===== config.mk =====
export PLATFORM = sky130hd
export DESIGN_NAME = wbc_queue
export DESIGN_NICKNAME = d
export VERILOG_FILES = /design/src/rtl/core/wbc_pkg.sv /design/src/rtl/core/wbc_queue.sv
export SDC_FILE = /design/constraint.sdc
export NUM_CORES = 1
export LEC_CHECK = 0
export ABC_AREA = 1
export BUFFER_PORTS_ARGS = -buffer_cell sky130_fd_sc_hd__clkbuf_2
export CAP_MARGIN = 40
export CORE_MARGIN = 4
export CORE_UTILIZATION = 30
export CTS_BUF_LIST = sky130_fd_sc_hd__clkbuf_4 sky130_fd_sc_hd__clkbuf_8 sky130_fd_sc_hd__clkbuf_16
export CTS_CLUSTER_DIAMETER = 50
export DETAILED_ROUTE_END_ITERATION = 7
export GPL_TIMING_DRIVEN = 0
export SLEW_MARGIN = 20
export SYNTH_ARGS = -nofsm -noshare
export SYNTH_HDL_FRONTEND = slang
export SYNTH_SLANG_ARGS = --single-unit

===== constraint.sdc =====
create_clock -name clk -period 18.57 [get_ports clk]
set_input_delay 3.714 -clock clk [delete_from_list [all_inputs] [get_ports clk]]
set_output_delay 3.714 -clock clk [all_outputs]
set_load 0.005 [all_outputs]

===== src/rtl/core/wbc_pkg.sv =====
// ----------------------------------------------------------------------------
// wbc_pkg
// Shared widths, codes, types and helpers of the wedge beam centroid.
// ----------------------------------------------------------------------------
package wbc_pkg;

  // Corrected current: (sample - pedestal) * gain, units 2^-14 sample.
  localparam int CW  = 33;
  // Doubled, baseline-subtracted current.
  localparam int VW  = 36;
  // Sum and difference of two currents.
  localparam int SW  = VW + 1;
  // Magnitude of a sum or difference.
  localparam int MW  = VW;
  // Magnitude times ring radius.
  localparam int PW  = MW + 16;
  // Dividend 2a + b, with a = 4 * product.
  localparam int NW  = PW + 4;
  // Divisor 2b.
  localparam int DW  = MW + 1;
  // Quotient bits; anything at or above 2^QB saturates.
  localparam int QB  = 25;
  // Partial remainder width.
  localparam int RW  = DW + QB;
  localparam int DIV_LAT = QB + 1;
  localparam int SQW = 2 * QB;
  localparam int BW  = 19;

  localparam logic [QB-1:0] COORD_LIMIT = QB'(1 << 24);

  localparam int QUEUE_DEPTH_DEFAULT = 2;

  localparam int IDXW = 4;
  localparam logic [IDXW-1:0] REG_PED_INNER   = 4'd0;
  localparam logic [IDXW-1:0] REG_PED_OUTER   = 4'd1;
  localparam logic [IDXW-1:0] REG_NOISE_INNER = 4'd2;
  localparam logic [IDXW-1:0] REG_NOISE_OUTER = 4'd3;
  localparam logic [IDXW-1:0] REG_GAIN_INNER  = 4'd4;
  localparam logic [IDXW-1:0] REG_GAIN_OUTER  = 4'd5;
  localparam logic [IDXW-1:0] REG_RADII       = 4'd6;
  localparam logic [IDXW-1:0] REG_MAX_RADIUS  = 4'd7;

  localparam logic [63:0] GAIN_RESET  = 64'h4000_4000_4000_4000;
  localparam logic [31:0] RADII_RESET = 32'd189597261;
  localparam logic [15:0] MAXR_RESET  = 16'd2560;

  localparam logic [1:0] ST_VALID = 2'd0;
  localparam logic [1:0] ST_WEAK  = 2'd1;
  localparam logic [1:0] ST_FAR   = 2'd2;

  typedef struct packed {
    logic [63:0] ped_inner;
    logic [63:0] ped_outer;
    logic [63:0] noise_inner;
    logic [63:0] noise_outer;
    logic [63:0] gain_inner;
    logic [63:0] gain_outer;
    logic [31:0] radii;
    logic [15:0] max_radius;
  } cfg_t;

  // One classified sample on its way from the front to the back.
  typedef struct packed {
    logic [7:0][VW-1:0] v;
    logic               weak_inner;
    logic               weak_outer;
    logic [BW-1:0]      baseline;
  } item_t;

  typedef struct packed {
    logic ready;
    logic empty;
  } qstat_t;

  function automatic logic [15:0] lane16(input logic [63:0] r, input int k);
    return r[16*k +: 16];
  endfunction

endpackage


===== src/rtl/core/wbc_queue.sv =====
// ----------------------------------------------------------------------------
// wbc_queue
// Short queue between the front and the back of the centroid engine.
// ----------------------------------------------------------------------------
module wbc_queue import wbc_pkg::*; #(
  parameter int DEPTH = QUEUE_DEPTH_DEFAULT
) (
  input  logic   clk,
  input  logic   rst,
  input  logic   push,
  input  item_t  wr_item,
  output qstat_t qstat,
  output logic   rd_valid,
  output item_t  rd_item
);

  localparam int AW = (DEPTH > 1) ? $clog2(DEPTH) : 1;
  localparam int LW = $clog2(DEPTH + 1);

  item_t         mem [DEPTH];
  logic [AW-1:0] wr_ptr, rd_ptr;
  logic [LW-1:0] level;
  logic          pop;

  // The back takes an item in every cycle that one is waiting.
  assign pop         = (level != '0);
  assign rd_valid    = pop;
  assign rd_item     = mem[rd_ptr];
  assign qstat.empty = (level == '0);
  assign qstat.ready = (level != LW'(DEPTH)) || pop;

  always_ff @(posedge clk) begin
    if (rst) begin
      wr_ptr <= '0;
      rd_ptr <= '0;
      level  <= '0;
    end else begin
      if (push) begin
        wr_ptr <= (wr_ptr == AW'(DEPTH - 1)) ? '0 : wr_ptr + 1'b1;
      end
      if (pop) begin
        rd_ptr <= (rd_ptr == AW'(DEPTH - 1)) ? '0 : rd_ptr + 1'b1;
      end
      level <= level + LW'(push) - LW'(pop);
    end
  end

  always_ff @(posedge clk) begin
    if (push) begin
      mem[wr_ptr] <= wr_item;
    end
  end

endmodule


# Word level (Yosys, flattened, before mapping)
# Memory sizes are Yosys's and may differ from the RTL's. A register that Yosys moved wholly into a read port is not among the register bits.
# Index checks and enable logic that the tools add are counted.
classes:
  n_addsub: 4
  n_eq_ne: 1
  mux: 6
  reduce_logical: 3
op_table:
  columns: ["cell", "count"]
  rows:
  - ["$mux 1", 6]
  - ["$add 1x1->1 const B", 2]
  - ["$add 2x1->2", 1]
  - ["$logic_not 2->1", 1]
  - ["$ne 2x2->1 const B", 1]
  - ["$reduce_bool 2->1", 1]
  - ["$sub 2x1->2", 1]
  - ["$logic_or 1x1->1", 1]
word_totals:
  ff_bits: 4
  mem_bits_rw: 618
  inputBits: 312
  output_inout_bits: 312
  elab_cells: 18
  mem_count: 1
mem_list:
  columns: ["memory", "words", "width", "rd", "rd_ports_with_merged_regs", "wr", "line_no", "source"]
  rows:
  - ["mem", 2, 309, 1, 1, 1, "wbc_queue.sv:20", "item_t mem [DEPTH];"]

# Logic depth before layout (Yosys ltp)
# Gate-level depths: netlist of run 1.
logic_depth:
  ltp_word: 4
  depth_mapped: 6
  mapped_depth_nobuf: 6

# Worst setup path after synthesis of run 1
# Ideal clock, no wire load.
synth_path:
  kind: "input-to-reg"
  from: "input port push"
  to: "memory mem[0][0] (netlist name) (enable)"
  setup_time_ns: 0.994
  arrival_ns: 16.659
  slack_ns: 0.917
  path_stages: 2
  path_buffers: 0
  cell_sequence: "inv_1 nor2_1"
synth_between:
  elab_chain_cells: 2
synth_lines:
  columns: ["item", "line_no", "source"]
  rows:
  - ["from (decl)", "wbc_queue.sv:10", "input logic push,"]
  - ["$mux 1", "wbc_queue.sv:49", "if (push) begin"]
  - ["$mux 1 (not written as such)", "wbc_queue.sv:50", "mem[wr_ptr] <= wr_item;"]
  - ["to (decl)", "wbc_queue.sv:20", null]
# No other way between the ends.

==> results.toml, run 1 <==
[timing]
layout_min_cycle_time_ns = 6.07
setup_viol = 0
fmax_mhz = 165
drv_slew = 0
hold_ws_ns = 0.534
setup_tns_ns = 0
rsz0062_at_grt = "false"
slew_headroom = 0.592
worst_slew_pin_slew_ns = 0.613
final-hold-violation-count = 0
fin_skew_ns = 0.0197
worst_slack_ns = 12.50
period_share = 0.327

[setup_path]
reg2reg_slack_ns = 15.87
worst-setup-path-type = "reg -> out"
cp_slowest_cell = "clkbuf_1"
required_ns = 14.86
path_cells = "buf_6 > buf_4 > clkbuf_1 > o21ai_0 > clkbuf_2"
crit_fanout = 10
max_stage_delay_ns = 0.50
arrival_ns = 2.36
cp-end-kind = "primary output"
cp-start-kind = "flip-flop"

[yosys]
synth_top_area_cell = "edfxtp_1"
synth_fp_nets = 1958
synth_area_leaders = "edfxtp_1 (81%), o21ai_0 (6.1%), inv_1 (5.1%)"
synth.yosys.seq_area_share = 0.810
synth_area_um2 = 23000
synth-seq-cells = 623
syn_avg_cell_area_um2 = 14.0
synth_top_area_frac = 0.806
netlist_instances = 1645
yosysWarnings = 0
synth_cell_type_count = 16

[layout]
drive_gt1_frac = 0.332
nFillCells = 7234
final_nets = 2676
area_delta_synth_final_pct = 31.7
instances_no_fill = 3451

[cts]
root_buffer = "clkbuf_16"
clkTransAtPathRegs_ns = 0.06
clk_latency_ns = 0.59
cts-htree-levels = 3
clk_path_buf_depth = 3
post-cts-setup-buffers = 0
cts_tree = "yes"
cts_made_buffers = 73
cts.sink_count = 623
cts_hold_buf = 0
cts-resized-gates = 0

[floorplanning]
start_util = 0.303
fp.dieArea_um2 = 81300
coreArea_um2 = 76100
die_w_um = 285
std_cell_rows = 101
die_h_um = 285
ios = 624

[routing]
routedWlPerCell_um = 17.4
firstDrtPassIters = 5
antenna_left = 0
avgViaCountPerCell = 4.25
drt-initial-drc-count = 611
drc = 0
vias = 14700
drt_wl_total_um = 59900

[hold_path]
hold_path.class = "reg -> reg"

[grt]
grt_pass1_vias = 15400
antenna_found_initial = 5
grt_pass1_wl_um = 90500
grt_max_degree = 102
grt-ovfl-total = 0
grt_util_all_layers = 0.144

[flow_run]
drv_cap = 0

[power_and_ir_drop]
p_per_area_nw_per_um2 = 110
power.total_w = 0.00335
cellLeakagePower_nw = 12.6
ir_drop_mv = 0.0798

[place]
placed_cells = 3318
post-dp-hpwl_um = 44200
dpl_worst_slack_ns = 12.31
gp_congestion = 0.871
port_buffers = 622

[outcome]
outcome = "finished, final reports clean"
[critical path, delay by kind of cell, from the launching register on]
kind	cells	cell delay, ns
AOI/OAI and AO/OA	1	0.35
DFF	1	0.32
buffers and inverters	4	1.10
[area by class of cell]
class / count / area [um^2] / share of cell area
Timing Repair Buffer: 643 / 3560 / 0.117
Inverter: 316 / 1190 / 0.0393
Clock buffer: 88 / 1980 / 0.0653
Buffer: 70 / 408 / 0.0134
Tap cell: 1030 / 1290 / 0.0425
Clock inverter: 43 / 459 / 0.0151
Sequential cell: 623 / 18700 / 0.615
Multi-Input combinational cell: 636 / 2790 / 0.0921
Antenna cell: 2 / 5.00 / 0.000165
[metal layers]
| metal | vias up | global-route usage | share of wire |
|---|---|---|---|
| met1 | 7044 | 0.157 | 0.37 |
| met4 | 4 | 0.0474 | 0.026 |
| met3 | 104 | 0.0418 | 0.075 |
| li1 | 7030 | - | - |
| met2 | 468 | 0.266 | 0.53 |
| met5 | - | 0 | 0.00057 |
[stage by stage]
step                       util  instance area, um^2
after floorplan               -                23000
after global placement    0.361                27400
after detailed placement  0.367                27900
after CTS                 0.399                30300
after global routing      0.399                30300
final                     0.399                30300
[layout by cell type (no fill, tap or decap), types with 14 or more instances in the layout]
master,count
buf_2,25
buf_6,14
clkbuf_1,30
clkbuf_16,75
clkbuf_2,622
edfxtp_1,618
inv_1,315
nand2_1,313
o21ai_0,280
o21ai_1,29
[power breakdown]
group	switching [W]	internal, W
Clock	0.000556	0.000866
Sequential	0.0000164	0.00163
Combinational	0.000173	0.000110
[state kept, by name, summed over array words and instances, names as in the netlist, named ones only]
name,count
wr_ptr,1
level,2
rd_ptr,1
mem,618
[path summary, 6_finish.rpt]
| kind | startpoint | endpoint | depth (start not counted) |
|---|---|---|---|
| worst min-delay path | rd_ptr$_SDFFE_PP0P_ | rd_ptr$_SDFFE_PP0P_ | 3 |
| worst min register to register | rd_ptr$_SDFFE_PP0P_ | rd_ptr$_SDFFE_PP0P_ | 3 |
| worst max register to register | wr_ptr$_SDFFE_PP0P_ | mem[0][184]$_DFFE_PP_ | 9 |
| worst max-delay path | flip-flop | rd_item[286] | 5 |
[cell usage after synthesis]
| cell | count |
|---|---|
| buf_4 | 3 |
| nor3_1 | 1 |
| nand2_1 | 313 |
| ha_1 | 1 |
| dfxtp_1 | 5 |
| inv_1 | 316 |
| buf_2 | 23 |
| a21oi_1 | 1 |
| buf_6 | 14 |
| edfxtp_1 | 618 |
| o21ai_1 | 29 |
| conb_1 | 1 |
| clkbuf_1 | 30 |
| nand3_1 | 1 |
| nor2_1 | 9 |
| o21ai_0 | 280 |
[kinds of logic (layout without fill, tap and decap cells)]
group / count (synthesis) / in the layout / synth area share
buf+inv: 386 / 1160 / 0.0692
other cells: 1 / 3 / 0.000163
simple gates: 324 / 324 / 0.0529
flops: 623 / 623 / 0.810
fa+ha+maj: 1 / 1 / 0.000543
compound gates: 310 / 310 / 0.0673
Power figures use the tool's default switching activity.
==> run 2: changes to the inputs <==
clock period = 6 ns   (was 18.57 ns; I/O delays follow)
==> run 2 against run 1 <==
Net effect: first-iteration DRC count rose by 32%; critical endpoint is now rd_item[210]; register-to-register slack got worse by 12 ns; clock power rose to 3.1 times the previous value; non-clock buffer count rose by 5; die area did not move; flip-flop and latch count did not move; core utilization rose by 0.25 points; sequential share of layout area fell by 0.39 points; final cell count rose by 0.32%; setup slack got worse by 9.9 ns; clock skew fell by 0.0043 ns.
==> results.toml, run 2 (synthesized netlist as in run 1, its figures left out) <==
[floorplanning]
coreArea_um2 = 76100
ios = 624
std_cell_rows = 101
die_h_um = 285
start_util = 0.303
fp.dieArea_um2 = 81300
die_w_um = 285

[setup_path]
max_stage_delay_ns = 0.32
cp_slowest_cell = "dfxtp_1"
crit_fanout = 10
crit_top_cell = "buf_6"
required_ns = 4.80
reg2reg_depth = 6
arrival_ns = 2.18
cp-start-kind = "flip-flop"
path_cells = "buf_6 > buf_6 > buf_6 > buf_6 > nand2_1 > o21ai_0 > clkbuf_2"
worst-setup-path-type = "reg -> out"
cp-end-kind = "primary output"

[routing]
avgViaCountPerCell = 4.25
routedWlPerCell_um = 17.3
vias = 14700
firstDrtPassIters = 5
antenna_left = 0
drc = 0
drt-initial-drc-count = 806
drt_wl_total_um = 60000

[timing]
final-hold-violation-count = 0
slew_headroom = 0.512
setup_tns_ns = 0
drv_slew = 0
period_share = 0.563
layout_min_cycle_time_ns = 3.38
fmax_mhz = 296
setup_viol = 0
worst_slew_pin_slew_ns = 0.730
rsz0062_at_grt = "false"
fin_skew_ns = 0.0154
hold_ws_ns = 0.549

[layout]
area_delta_synth_final_pct = 32.6
final_cell_mix = "clkbuf_2 (622), edfxtp_1 (618), inv_1 (314)"
largest_reg_flops = 618
final_area_um2 = 30500
drive_gt1_frac = 0.336
instances_no_fill = 3462
final_common_cell = "clkbuf_2"
final_nets = 2683
max_flop_register = "mem"
nFillCells = 7207
largestRegisters = "mem: 618 flops, level: 2 flops"

[outcome]
outcome = "finished, final reports clean"

[grt]
grt_pass1_wl_um = 90100
grt_pass1_vias = 15300
grt_util_all_layers = 0.143
grt_max_degree = 34
grt-ovfl-total = 0
antenna_found_initial = 4

[place]
gp_congestion = 0.856
post_dp_cell_area_um2 = 28000
post-dp-hpwl_um = 44700
placed_cells = 3323
port_buffers = 622

[cts]
post-cts-setup-buffers = 0
root_buffer = "clkbuf_16"
cts-resized-gates = 0
cts_made_buffers = 75
cts_hold_buf = 0
cts-htree-levels = 3
clk_path_buf_depth = 3
cts.sink_count = 623
clk_latency_ns = 0.61
cts_tree = "yes"
clkTransAtPathRegs_ns = 0.05

[flow_run]
drv_cap = 0

[hold_path]
hold_path.class = "reg -> reg"
hold_path_depth = 3

[power_and_ir_drop]
ir_drop_mv = 0.256
p_per_area_nw_per_um2 = 341
cellLeakagePower_nw = 12.6
run 2: path summary, 6_finish.rpt:
path,from,end,slack (ns)
setup reg to reg,wr_ptr$_SDFFE_PP0P_,mem[0][114]$_DFFE_PP_,3.60
setup / recovery,flip-flop,rd_item[210],2.62
hold / removal,rd_ptr$_SDFFE_PP0P_,flip-flop,0.55
hold reg to reg,rd_ptr$_SDFFE_PP0P_,flip-flop,0.55
run 2: area by class of cell:
type,instances,area (um^2),share of cell area
clock inverter,40,442,0.0145
inverter,316,1200,0.0394
timing repair buffer,648,3680,0.121
tap,1030,1290,0.0422
clock buffer,94,2040,0.0667
multi-input combinational,636,2810,0.0920
buffer,70,408,0.0134
antenna,5,12.5,0.000410
sequential,623,18700,0.611
run 2: where the power goes:
part	internal, W	switching, W	leakage (nW)	total [W]
registers	0.00504	0.0000504	5.84	0.00509
logic	0.000348	0.000539	5.55	0.000887
clock network	0.00266	0.00177	1.22	0.00443
total	0.00806	0.00236	12.6	0.0104
run 2: per-layer routing:
layer  share of wire  track usage
met3           0.083       0.0480
met2            0.51        0.256
met1            0.37        0.159
met4           0.032       0.0525
met5         0.00022            0
run 2: worst max-delay path: cells and delay by family, from the launching register on:
family | cells | cell delay, ns
buffers and inverters | 5 | 1.00
flip-flops | 1 | 0.32
AND/OR/NAND/NOR | 1 | 0.05
AO/OA/AOI/OAI | 1 | 0.18
run 2: metrics by stage:
step	util	setup WS [ns]	power, W
after floorplan	-	-0.271	0.00555
after global placement	0.361	-3.34	0.00607
after detailed placement	0.369	2.44	0.00609
after CTS	0.401	2.43	0.0106
after global routing	0.401	2.37	0.0108
final	0.401	2.62	0.0104
==> run 3: changes to the inputs <==
ABC_AREA = 0   (was 1)
clock period = 3.29 ns   (was 6 ns; I/O delays follow)
==> run 3 against run 2 <==
Net effect: register-to-register slack got worse by 2.7 ns; largest cell class unchanged; largest power group unchanged; via count fell by 18%; die area fell by 0.72%.
==> results.toml, run 3 <==
[place]
post-dp-hpwl_um = 40800
port_buffers = 622
post_dp_cell_area_um2 = 27700
gp_congestion = 0.820
dpl_worst_slack_ns = 0.335
placed_cells = 2596

[layout]
multi_input_area_um2 = 3970
max_flop_register = "mem"
final_area_um2 = 30400
nFillCells = 6757
final-seq-area_um2 = 18700
drive_gt1_frac = 0.633
instances_no_fill = 2742
largest_reg_flops = 618
final_cell_mix = "clkbuf_2 (622), edfxtp_1 (618), mux2_2 (209)"
final_common_cell = "clkbuf_2"
final_nets = 2020
largestRegisters = "mem: 618 flops, level: 2 flops"
area_delta_synth_final_pct = 32.9

[timing]
worst_slack_ns = 0.378
hold_ws_ns = 0.244
period_share = 0.885
worst_slew_pin_slew_ns = 0.746
setup_viol = 0
drv_slew = 0
final-hold-violation-count = 0
setup_tns_ns = 0
rsz0062_at_grt = "false"
slew_headroom = 0.501
fmax_mhz = 343
layout_min_cycle_time_ns = 2.91
fin_skew_ns = 0.0153

[yosys]
syn_avg_cell_area_um2 = 23.2
ys.flop_type = "edfxtp_1"
synth_top_area_cell = "edfxtp_1"
synth_area_leaders = "edfxtp_1 (81%), mux2_2 (10%), mux2_4 (6.6%)"
synth-seq-cells = 623
yosysWarnings = 0
ys_async_sr_fraction = 0
synth_cell_type_count = 19
synth-edff-count = 618
synth_most_common_cell = "edfxtp_1"
synth_area_um2 = 22900
synth_fp_nets = 1297
synth_top_area_frac = 0.812
netlist_instances = 984
synth_commonest_cells = "edfxtp_1 (618), mux2_2 (209), mux2_4 (100)"
synth.yosys.seq_area_share = 0.816

[cts]
cts.sink_count = 623
cts-resized-gates = 0
clk_latency_ns = 0.60
clkTransAtPathRegs_ns = 0.06
cts-htree-levels = 3
clk_path_buf_depth = 3
post-cts-setup-buffers = 0
cts_tree = "yes"
cts_made_buffers = 78
cts_hold_buf = 0
root_buffer = "clkbuf_16"

[setup_path]
rr_endpoint = "mem[0][243]$_DFFE_PP_"
required_ns = 2.63
crit_fanout = 10
endpoint = "rd_item[147]"
crit_top_cell = "buf_2"
reg2reg_depth = 6
cp_slowest_cell = "buf_2"
cp-start-kind = "flip-flop"
cp-end-kind = "primary output"
arrival_ns = 2.25
max_stage_delay_ns = 0.42
reg2reg_slack_ns = 0.92
rr_startpoint = "wr_ptr$_SDFFE_PP0P_"
worst-setup-path-type = "reg -> out"
path_cells = "buf_2 > buf_2 > mux2_2 > clkbuf_2"

[floorplanning]
fp.dieArea_um2 = 80700
start_util = 0.305
die_w_um = 284
die_h_um = 284
ios = 624
std_cell_rows = 100
coreArea_um2 = 74900

[hold_path]
hold_start = "wr_item[69]"
hold_path.class = "in -> reg"

[routing]
routedWlPerCell_um = 20.1
drt_wl_total_um = 55200
antenna_left = 0
drt-initial-drc-count = 609
avgViaCountPerCell = 4.39
drc = 0
firstDrtPassIters = 5
vias = 12000

[power_and_ir_drop]
p_per_area_nw_per_um2 = 649
cellLeakagePower_nw = 11.7
ir_drop_mv = 0.466

[grt]
grt_pass1_wl_um = 80900
antenna_found_initial = 10
grt_util_all_layers = 0.132
grt-ovfl-total = 0
grt_max_degree = 53
grt_pass1_vias = 13100

[flow_run]
drv_cap = 0

[outcome]
outcome = "finished, final reports clean"
-- run 3: kinds of logic (layout without fill, tap and decap cells) --
group,count (synthesis),in the layout,share of synthesized area
buffers and inverters,36,818,0.0111
adder cells (fa/ha/maj),1,1,0.000547
XOR/XNOR,1,1,0.000383
AO/OA/AOI/OAI,3,3,0.000985
multiplexers,309,309,0.169
AND/OR/NAND/NOR,10,10,0.00241
other,1,8,0.000164
flip-flops,623,623,0.816
-- run 3: stage by stage --
step | total power [W] | util
floorplan | 0.0104 | -
global placement | 0.0113 | 0.363
detailed placement | 0.0113 | 0.370
CTS | 0.0200 | 0.405
global route | 0.0205 | 0.405
finish | 0.0197 | 0.405
-- run 3: worst min path at each step --
| stage | end | depth (start not counted) |
|---|---|---|
| after floorplan | level[1]$_SDFF_PP0_ | 2 |
| after global placement | level[1]$_SDFF_PP0_ | 2 |
| after detailed placement | level[1]$_SDFF_PP0_ | 2 |
| after CTS | mem[0][78]$_DFFE_PP_ | 1 |
| after global routing | mem[0][78]$_DFFE_PP_ | 1 |
| final | mem[0][69]$_DFFE_PP_ | 1 |
-- run 3: area by class of cell --
| cell class | instances | share of cell area |
|---|---|---|
| diodes | 7 | 0.000577 |
| inverters | 1 | 0.000124 |
| flip-flops and latches | 623 | 0.614 |
| multi-input cells | 325 | 0.131 |
| repair buffers | 643 | 0.119 |
| plain buffers | 35 | 0.00820 |
| clock inverters | 47 | 0.0186 |
| well taps | 969 | 0.0399 |
| clock buffers | 92 | 0.0689 |
-- run 3: worst max-delay path: cells and delay by family, from the launching register on --
| family | cells | cell delay (ns) |
|---|---|---|
| mux | 1 | 0.42 |
| buf+inv | 3 | 0.90 |
| flops | 1 | 0.33 |
-- run 3: metal layers --
metal / up-vias / track usage / wire (um)
met3: 107 / 0.0495 / 4720
met4: 4 / 0.0534 / 1700
met5: - / 0 / 27
met2: 446 / 0.239 / 29700
li1: 5415 / - / -
met1: 6072 / 0.137 / 19100
-- run 3: power by group --
part,total [W],internal (W),switching (W)
Sequential,0.00937,0.00927,0.0000972
Combinational,0.00177,0.000888,0.000881
Clock,0.00858,0.00531,0.00327
Total,0.0197,0.0155,0.00424
